### src/hotplug_presence_debouncer_macros.svh
// Assertion macros for the hotplug presence debouncer.
// Used by the top level only; no other dependencies.
`ifndef HOTPLUG_PRESENCE_DEBOUNCER_MACROS_SVH
`define HOTPLUG_PRESENCE_DEBOUNCER_MACROS_SVH

`ifndef SYNTHESIS
// same-cycle implication
`define HPD_ASSERT_IMP(name, clk, rst_n, ante, cons, msg) \
  name: assert property (@(posedge clk) disable iff (!rst_n) (ante) |-> (cons)) \
    else $error(msg);
// next-cycle implication
`define HPD_ASSERT_NXT(name, clk, rst_n, ante, cons, msg) \
  name: assert property (@(posedge clk) disable iff (!rst_n) (ante) |=> (cons)) \
    else $error(msg);
`else
`define HPD_ASSERT_IMP(name, clk, rst_n, ante, cons, msg)
`define HPD_ASSERT_NXT(name, clk, rst_n, ante, cons, msg)
`endif

`endif

### src/hpd_pkg.sv
// Package for the hotplug presence debouncer: payload structs, slot phase
// codes, command and register codes. No dependencies.
package hpd_pkg;

  localparam int unsigned SLOT_COUNT = 4;
  localparam int unsigned MAX_SLOTS  = 4;
  localparam int unsigned ADDR_W     = 3;
  localparam int unsigned DATA_W     = 32;

  localparam logic [30:0] DELAY_RESET    = 31'd50;
  localparam logic [2:0]  CAPACITY_RESET = 3'd4;

  localparam logic CMD_INIT = 1'b0;
  localparam logic CMD_POLL = 1'b1;

  // register index = paddr[ADDR_W-1:2]
  localparam logic [ADDR_W-3:0] REG_DELAY    = 1'b0;
  localparam logic [ADDR_W-3:0] REG_CAPACITY = 1'b1;

  typedef enum logic [3:0] {
    PH_EMPTY     = 4'b0001,
    PH_INS_DB    = 4'b0010,
    PH_PRESENT   = 4'b0100,
    PH_REM_DB    = 4'b1000
  } phase_e;

  typedef struct packed {
    logic        command;
    logic [31:0] now_ms;
    logic [3:0]  present_mask;
    logic [3:0]  edge_flags;
    logic [31:0] edge_time_slot0;
    logic [31:0] edge_time_slot1;
    logic [31:0] edge_time_slot2;
    logic [31:0] edge_time_slot3;
  } in_t;

  typedef struct packed {
    logic [3:0]  inserted_mask;
    logic [3:0]  removed_mask;
    logic [2:0]  num_events;
    logic [31:0] event_time;
    logic [3:0]  stable_present_mask;
    logic [3:0]  debounce_pending_mask;
  } out_t;

endpackage

### src/hotplug_presence_debouncer.sv
// Hotplug presence debouncer top level: per-slot debounce machines, APB
// registers, input and result registers. Depends on hpd_pkg and the macros header.
//
//  channel  | dir | handshake             | payload
//  ---------+-----+-----------------------+--------------------------
//  in       | in  | in_valid_i/in_ready_o | in_data_i  (hpd_pkg::in_t)
//  out      | out | out_valid_o/out_ready_i | out_data_o (hpd_pkg::out_t)
//  cfg      | in  | psel/penable/pwrite   | paddr, pwdata, prdata
//
// One item per cycle while the output is not stalled; the result passes the input
// register, then the slot update into the result register, before it can be taken.
// The slot state updates with the result register, so polls chain back to back.
// With the output stalled the input register still takes one more transfer.
// Reset puts every slot in the empty phase and the registers at 50 ms / 4.

`include "hotplug_presence_debouncer_macros.svh"

module hotplug_presence_debouncer #(
  parameter int unsigned SlotCount = hpd_pkg::SLOT_COUNT
) (
  input  logic                        clk_i,
  input  logic                        rst_ni,
  input  logic                        in_valid_i,
  output logic                        in_ready_o,
  input  hpd_pkg::in_t                in_data_i,
  output logic                        out_valid_o,
  input  logic                        out_ready_i,
  output hpd_pkg::out_t               out_data_o,
  input  logic                        psel,
  input  logic                        penable,
  input  logic                        pwrite,
  input  logic [hpd_pkg::ADDR_W-1:0]  paddr,
  input  logic [hpd_pkg::DATA_W-1:0]  pwdata,
  output logic [hpd_pkg::DATA_W-1:0]  prdata,
  output logic                        pready
);

  logic [30:0] delay_q;
  logic [2:0]  cap_q;

  hpd_pkg::in_t  in_q;
  logic          in_valid_q;
  hpd_pkg::out_t out_q, res;
  logic          out_valid_q;
  logic          advance;

  hpd_pkg::phase_e phase_q [SlotCount];
  hpd_pkg::phase_e phase_d [SlotCount];
  logic [31:0]     time_q  [SlotCount];
  logic [31:0]     time_d  [SlotCount];

  // ---------------- configuration ----------------
  logic cfg_wr;
  assign cfg_wr = psel && penable && pwrite;
  assign pready = 1'b1;

  always_ff @(posedge clk_i or negedge rst_ni) begin
    if (!rst_ni) begin
      delay_q <= hpd_pkg::DELAY_RESET;
      cap_q   <= hpd_pkg::CAPACITY_RESET;
    end else if (cfg_wr) begin
      case (paddr[hpd_pkg::ADDR_W-1:2])
        hpd_pkg::REG_DELAY:    delay_q <= pwdata[30:0];
        hpd_pkg::REG_CAPACITY: cap_q   <= pwdata[2:0];
        default: ;
      endcase
    end
  end

  always_comb begin
    case (paddr[hpd_pkg::ADDR_W-1:2])
      hpd_pkg::REG_DELAY:    prdata = {1'b0, delay_q};
      hpd_pkg::REG_CAPACITY: prdata = {29'd0, cap_q};
      default:               prdata = '0;
    endcase
  end

  // ---------------- handshake ----------------
  assign advance     = !out_valid_q || out_ready_i;
  assign in_ready_o  = !in_valid_q || advance;
  assign out_valid_o = out_valid_q;
  assign out_data_o  = out_q;

  always_ff @(posedge clk_i or negedge rst_ni) begin
    if (!rst_ni) begin
      in_valid_q <= 1'b0;
    end else if (in_valid_i && in_ready_o) begin
      in_valid_q <= 1'b1;
    end else if (advance) begin
      in_valid_q <= 1'b0;
    end
  end

  always_ff @(posedge clk_i) begin
    if (in_valid_i && in_ready_o) begin
      in_q <= in_data_i;
    end
  end

  always_ff @(posedge clk_i or negedge rst_ni) begin
    if (!rst_ni) begin
      out_valid_q <= 1'b0;
    end else if (advance) begin
      out_valid_q <= in_valid_q;
    end
  end

  always_ff @(posedge clk_i) begin
    if (advance && in_valid_q) begin
      out_q <= res;
    end
  end

  // ---------------- slot machines ----------------
  always_comb begin
    logic [31:0] et [hpd_pkg::MAX_SLOTS];
    logic        pres;
    logic        edg;
    logic [31:0] start;
    logic [31:0] diff;
    logic        elapsed;
    logic        ev_ins;
    logic        ev_rem;
    logic [2:0]  cnt;

    et[0] = in_q.edge_time_slot0;
    et[1] = in_q.edge_time_slot1;
    et[2] = in_q.edge_time_slot2;
    et[3] = in_q.edge_time_slot3;
    res   = '0;
    res.event_time = in_q.now_ms;
    cnt   = '0;

    for (int i = 0; i < SlotCount; i++) begin
      pres    = in_q.present_mask[i];
      edg     = in_q.edge_flags[i];
      start   = edg ? et[i] : time_q[i];
      diff    = in_q.now_ms - start;
      // negative difference never counts as elapsed
      elapsed = !diff[31] && (diff[30:0] >= delay_q);
      ev_ins  = 1'b0;
      ev_rem  = 1'b0;
      phase_d[i] = phase_q[i];
      time_d[i]  = time_q[i];

      if (in_q.command == hpd_pkg::CMD_INIT) begin
        phase_d[i] = pres ? hpd_pkg::PH_PRESENT : hpd_pkg::PH_EMPTY;
        time_d[i]  = in_q.now_ms;
      end else begin
        case (phase_q[i])
          hpd_pkg::PH_EMPTY: begin
            if (pres) begin
              phase_d[i] = hpd_pkg::PH_INS_DB;
              time_d[i]  = edg ? et[i] : in_q.now_ms;
            end
          end
          hpd_pkg::PH_INS_DB: begin
            if (!pres) begin
              phase_d[i] = hpd_pkg::PH_EMPTY;
              time_d[i]  = in_q.now_ms;
            end else if (elapsed) begin
              phase_d[i] = hpd_pkg::PH_PRESENT;
              time_d[i]  = in_q.now_ms;
              ev_ins     = 1'b1;
            end else begin
              time_d[i]  = start;
            end
          end
          hpd_pkg::PH_PRESENT: begin
            if (!pres) begin
              phase_d[i] = hpd_pkg::PH_REM_DB;
              time_d[i]  = edg ? et[i] : in_q.now_ms;
            end
          end
          hpd_pkg::PH_REM_DB: begin
            if (pres) begin
              phase_d[i] = hpd_pkg::PH_PRESENT;
              time_d[i]  = in_q.now_ms;
            end else if (elapsed) begin
              phase_d[i] = hpd_pkg::PH_EMPTY;
              time_d[i]  = in_q.now_ms;
              ev_rem     = 1'b1;
            end else begin
              time_d[i]  = start;
            end
          end
          default: begin
            phase_d[i] = hpd_pkg::PH_EMPTY;
            time_d[i]  = in_q.now_ms;
          end
        endcase
      end

      // events reported in slot order up to the capacity
      if ((ev_ins || ev_rem) && (cnt < cap_q)) begin
        res.inserted_mask[i] = ev_ins;
        res.removed_mask[i]  = ev_rem;
        cnt = cnt + 3'd1;
      end

      res.stable_present_mask[i]   = (phase_d[i] == hpd_pkg::PH_PRESENT) ||
                                     (phase_d[i] == hpd_pkg::PH_REM_DB);
      res.debounce_pending_mask[i] = (phase_d[i] == hpd_pkg::PH_INS_DB) ||
                                     (phase_d[i] == hpd_pkg::PH_REM_DB);
    end
    res.num_events = cnt;
  end

  always_ff @(posedge clk_i or negedge rst_ni) begin
    if (!rst_ni) begin
      for (int i = 0; i < SlotCount; i++) begin
        phase_q[i] <= hpd_pkg::PH_EMPTY;
        time_q[i]  <= '0;
      end
    end else if (advance && in_valid_q) begin
      for (int i = 0; i < SlotCount; i++) begin
        phase_q[i] <= phase_d[i];
        time_q[i]  <= time_d[i];
      end
    end
  end

  // ---------------- assertions ----------------
  `HPD_ASSERT_IMP(a_stall_only_full, clk_i, rst_ni, !in_ready_o, in_valid_q && out_valid_q && !out_ready_i, "input stalled while a stage is free")
  `HPD_ASSERT_IMP(a_count_matches, clk_i, rst_ni, out_valid_o, $countones(out_data_o.inserted_mask | out_data_o.removed_mask) == out_data_o.num_events, "event count differs from masks")
  `HPD_ASSERT_IMP(a_count_capped, clk_i, rst_ni, out_valid_o, out_data_o.num_events <= cap_q, "event count above capacity")
  `HPD_ASSERT_IMP(a_event_vs_stable, clk_i, rst_ni, out_valid_o, ((out_data_o.inserted_mask & ~out_data_o.stable_present_mask) == 4'd0) && ((out_data_o.removed_mask & out_data_o.stable_present_mask) == 4'd0), "event disagrees with stable presence")

endmodule

### config.mk
export PLATFORM = sky130hd
export DESIGN_NAME = hotplug_presence_debouncer
export DESIGN_NICKNAME = d
export VERILOG_FILES = /design/src/hpd_pkg.sv /design/src/hotplug_presence_debouncer.sv
export VERILOG_INCLUDE_DIRS = /design/src /design/src/src
export SDC_FILE = /design/constraint.sdc
export NUM_CORES = 2
export LEC_CHECK = 0
export ABC_CLOCK_PERIOD_IN_PS = 8990
export BUFFER_PORTS_ARGS = -buffer_cell sky130_fd_sc_hd__buf_2
export CELL_PAD_IN_SITES_DETAIL_PLACEMENT = 0
export CELL_PAD_IN_SITES_GLOBAL_PLACEMENT = 1
export CORE_AREA = 2 2 259 261
export CTS_BUF_LIST = sky130_fd_sc_hd__clkbuf_4
export CTS_CLUSTER_DIAMETER = 200
export DETAILED_ROUTE_END_ITERATION = 6
export DIE_AREA = 0 0 261 263
export GPL_TIMING_DRIVEN = 1
export HOLD_SLACK_MARGIN = 0.15
export PLACE_DENSITY_LB_ADDON = 0.1
export SLEW_MARGIN = 20
export SYNTH_ARGS = -nofsm -noshare
export SYNTH_HDL_FRONTEND = slang
export SYNTH_SLANG_ARGS = --single-unit
### constraint.sdc
create_clock -name clk_i -period 8.99 [get_ports clk_i]
set_input_delay 2.697 -clock clk_i [delete_from_list [all_inputs] [get_ports clk_i]]
set_output_delay 2.697 -clock clk_i [all_outputs]
set_load 0.05 [all_outputs]
Yosys cells after proc, flatten, opt, wreduce, memory -nomap -nowiden
Cells that the tools add are included.
{ "classes": {"n_lt_le_gt_ge": 8, "eq_ne": 36, "bitwise_logic": 1, "muxes": 107, "reduce_logical": 39, "n_addsub": 7} }
{ "ops": {"columns": ["cell", "n"], "rows": [
  ["two-way mux 32 bit", 32],
  ["case mux 32 bit (4 select lines)", 4],
  ["subtractor 32 bit", 4],
  [">= comparator 31 bit", 4],
  ["two-way mux 4 bit", 28],
  ["case mux 32 bit (2 select lines)", 1],
  ["case mux 4 bit (4 select lines)", 4],
  ["== test 4 x 2 -> 1 bit, second input constant", 8],
  ["== test 4 x 3 -> 1 bit, second input constant", 8],
  ["== test 4 bit, second input constant", 8],
  ["two-way mux 1 bit", 31],
  ["inequality test 3 bit, second input constant", 8],
  ["two-way mux 3 bit", 7],
  ["== test 4 x 1 -> 1 bit, second input constant", 4],
  ["logical OR 1 bit", 14],
  ["logical AND 1 bit", 12],
  ["AND reduction 3 bit", 4],
  ["adder 3 x 1 -> 3 bit, second input constant", 3],
  ["less-than comparator 3 bit", 3],
  ["logical NOT 1 bit", 6],
  ["AND reduction 2 bit", 2],
  ["less-than comparator 1 x 3 -> 1 bit, first input constant", 1],
  ["nonzero test 2 bit", 1],
  ["inverter 1 bit", 1]
]} }
{ "word_totals": {"register_bits": 400, "inputBits": 211} }

Logic depth before layout (Yosys ltp)
{ "depth": {"word_depth": 20, "depth_mapped": 41} }

Worst setup path after synthesis
OpenSTA, ideal clock, no wires.
{ "synth_timing": {"path_kind": "reg-to-reg", "startpoint": "reg in_q[128] (netlist bit)", "endpoint": "reg out_q, in the netlist out_data_o[42], data pin", "slack_ps": 606, "synth_period_minus_slack_ps": 8384, "setup_ps": 262, "t_arrival_ps": 8122, "path_stages_with_launch": 37, "required_time_ps": 8728, "cell_sequence": "edfxtp_1 > clkbuf_1 > clkbuf_1 > mux2i_1 > ha_1 > a21o_1 > a21oi_1 > o21ai_0 > or4_1 > o21ai_0 > a31oi_1 > a221oi_1 > o21bai_1 > xor2_1 > ha_1 > a21o_1 > a21oi_1 > nor2b_1 > a31oi_1 > o21ai_0 > nor2_1 > o31a_1 > nor3_1 > or4_1 > ha_1 > nand2b_1 > a21oi_1 > o21ai_0 > nor3_1 > o21ai_0 > mux2i_4 > nand2_1 > nor2_1 > ha_1 > a2111oi_4 > o211ai_1 > mux2_1"} }
{ "synth_rtl": {"columns": ["element", "line", "text"], "rows": [
  ["start, declared", "hotplug_presence_debouncer.sv:41", "hpd_pkg::in_t in_q;"],
  ["start signal, assigned", "hotplug_presence_debouncer.sv:96", "in_q <= in_data_i;"],
  ["end signal, assigned", "hotplug_presence_debouncer.sv:110", "out_q <= res;"],
  ["end, declared", "hotplug_presence_debouncer.sv:43", "hpd_pkg::out_t out_q, res;"]
]} }

==> flow_summary.yaml <==
power_and_ir_drop:
  p_clk_share_pct: 20.8
  p_seq_share_pct: 30.1
  p_leak_nw: 14.3
  internal_power_mw: 4.84
  switching_share_pct: 42.1
  vdd_drop_max_mv: 0.134
  total_power_mw: 8.35
  power_frac_comb_pct: 49.1
  p_per_area_nw_per_um2: 256
  switchingPower_mw: 3.52
cts:
  cts_made_buffers: 112
  htreeDepth: 3
  cts.path.max_buffers: 3
  cts_tree: "done"
  clock-root-buffer: "clkbuf_4"
  cts.sinks: 400
  clk_pin_slew_ns: 0.06
  hold_buffers: 0
  clock_latency_ns: 0.94
logic_synthesis:
  synth_top_area_cell: "edfxtp_1"
  synthMuxAreaShare_pct: 6.26
  syn_area_um2: 28100
  ys_ff_latch: 400
  synthDistinctLibCells: 90
  yosys.area.top_type_share_pct: 23.5
  yosys_warnings: 0
  synth_compound_area_share_pct: 22.1
  synth_edf_count: 220
  synth_common_cells: "nor2_1, a21oi_1, ha_1"
  synth_xor_area_share_pct: 3.87
  syn_nets: 3386
  synthCells: 2916
  synthTopCellsByArea: "edfxtp_1, dfrtp_1, ha_1"
  synth_top_family_by_area: "compound AO/OA/AOI/OAI gates"
  syn-mean-instance-area_um2: 9.62
  synthArstFlopShare_pct: 45.0
  synthSimpleGateAreaFrac_pct: 12.8
  ys_seq_area_share_pct: 39.6
  synthAdderAreaFrac_pct: 11.7
  synthFlopType: "edfxtp_1"
  synth_most_common_cell: "nor2_1"
placed_design:
  globalplace.congestion: 0.941
  place_inst: 4042
  hpwl_mm: 67.7
  io_buffers: 291
  place_ws_ns: -0.0219
setup_path:
  cp_slowest_cell: "or4_4"
  cp_slowest_stage_delay_ns: 0.46
  rr_startpoint: "in_q[129]"
  worst-path-stages: 38
  worstSetupStartpoint: "in_q[129]"
  reg2reg_slack_ns: 0.54
  end_kind: "register"
  cp_max_fo: 28
  path_delay_family: "compound AO/OA/AOI/OAI gates"
  crit_end: "out_data_o[42]"
  required_ns: 9.63
  worstSetupPathType: "reg2reg"
  cp_common_cell: "a21oi_1"
  reg2reg_depth: 38
  cp.buffers_inverters: 6
  cp-start-kind: "register"
  cp_data_arrival_time_ns: 9.10
  r2r-end: "out_data_o[42]"
global_route:
  met2_usage_pct: 40.6
  top_usage_layer: "met2"
  grt-ovfl-total: 0
  grt_util_met3_pct: 3.82
  grt_first_pass_wirelength_mm: 137
  use_met1_pct: 36.2
  grt_max_degree: 134
  grt_pass1_vias: 24071
  grt_use_total_pct: 25.6
  grt_antenna_before_repair: 3
route:
  vias: 24474
  drc: 0
  detail_route.first_pass.iterations: 7
  postRouteAntennaNets: 0
  wl_per_cell_um: 21.1
  drt_iter0_markers: 1650
  routed_wl_mm: 89.7
  vias_per_cell: 5.75
timing:
  fin_setup_tns_ns: 0
  worstMarginPinSlew_ns: 1.01
  timing.final.crit_share_pct: 94.0
  drv_slew: 0
  max_freq_mhz: 118
  finClkSkew_ns: 0.0876
  hold_slack_ns: 0.478
  finalHoldViolCount: 0
  setup_viol: 0
  maxSlewHeadroom_pct: 32.8
  setup_slack_ns: 0.535
  rsz0062_at_grt: "no"
  period_needed_ns: 8.45
floorplanning:
  coreArea_um2: 65600
  io_pins: 297
  start_util_pct: 42.8
  die_area_um2: 68600
  die_y_um: 263
  die_w_um: 261
  row_count: 94
min_path:
  holdCritPathClass: "reg2reg"
cells_and_area:
  drive_gt1_share_pct: 22.0
  area_delta_synth_final_pct: 16.3
  fin_cells: 4259
  nNetsFinal: 3763
outcome:
  status: "complete, no violations"
flow_run:
  max_cap_violations: 0
==> routing by layer <==
layer / wire length (um) / vias up
met5: 0 / -
li1: - / 11721
met1: 41800 / 11885
met3: 4690 / 132
met4: 2570 / 0
met2: 40600 / 736
==> timing repair <==
item	4_1_cts	5_1_grt
setup endpoints to repair	3	5
gates resized for setup	2	28
cloned	0	0
pin swaps	0	4
buffers inserted	0	1
==> through the flow <==
step	util (%)	area, um^2
finish	49.8	32700
global route	49.8	32700
CTS	49.6	32500
detailed placement	47.3	31000
global placement	47.3	31000
floorplan	-	28100
==> worst min-delay path by stage <==
stage	startpoint	to	slack [ns]	cells after the start
after floorplan	in_q[167]	out_data_o[39]	0.42	0
after global placement	time_q[7]	time_q[7]	0.46	2
after detailed placement	time_q[7]	time_q[7]	0.47	2
after CTS	time_q[7]	time_q[7]	0.48	2
after global routing	time_q[10]	time_q[10]	0.50	2
final	time_q[7]	time_q[7]	0.48	2
==> layout by cell type (no fill, tap or decap), drive strengths merged, types with 127 or more instances in the layout <==
cell / n
buf: 411
nor2: 265
a21oi: 257
ha: 255
nand2: 233
edfxtp: 220
clkbuf: 183
o21ai: 176
dfrtp: 172
mux2i: 127
==> worst register-to-register path, delay by kind of cell (launching register included) <==
family	cells	cell delay [ns]
adders and majority gates	4	1.21
AOI/OAI and AO/OA	14	2.44
DFF	1	0.37
xor gates and xnor gates	1	0.09
and+or+nand+nor	10	1.87
muxes	3	0.95
buffers and inverters	6	1.25
==> power groups by stage <==
stage | Clock (mW) | Sequential [mW] | Combinational, mW
final | 1.74 | 2.52 | 4.10
after detailed placement | 0 | 2.54 | 4.04
after global placement | 0 | 2.53 | 3.93
after floorplan | 0 | 2.52 | 2.91
after global routing | 1.88 | 2.55 | 4.56
after CTS | 1.80 | 2.51 | 4.06
==> final cells by class <==
class / instances / area [um^2]
inverter: 108 / 405
antenna: 4 / 10.0
timing repair buffer: 412 / 2410
clock inverter: 30 / 141
clock buffer: 182 / 1370
sequential: 400 / 11100
fill: 6237 / 33000
tap: 864 / 1080
multi-input combinational: 2259 / 16100
==> flip-flops by register name, indices dropped and copies added (netlist names) <==
signal / cells
time_q: 128
out_data_o: 51
in_valid_q: 1
cap_q: 3
out_valid_o: 1
in_q: 169
phase_q: 16
delay_q: 31
==> logic make-up (layout without fill, tap and decap cells) <==
logic type / count (synthesis) / count (layout)
buffers and inverters: 257 / 732
XOR/XNOR: 124 / 124
flip-flops: 400 / 400
other: 2 / 6
multiplexers: 169 / 169
AO/OA/AOI/OAI: 921 / 921
adder cells (fa/ha/maj): 259 / 259
AND/OR/NAND/NOR: 784 / 784
Power figures use the tool's default switching activity.
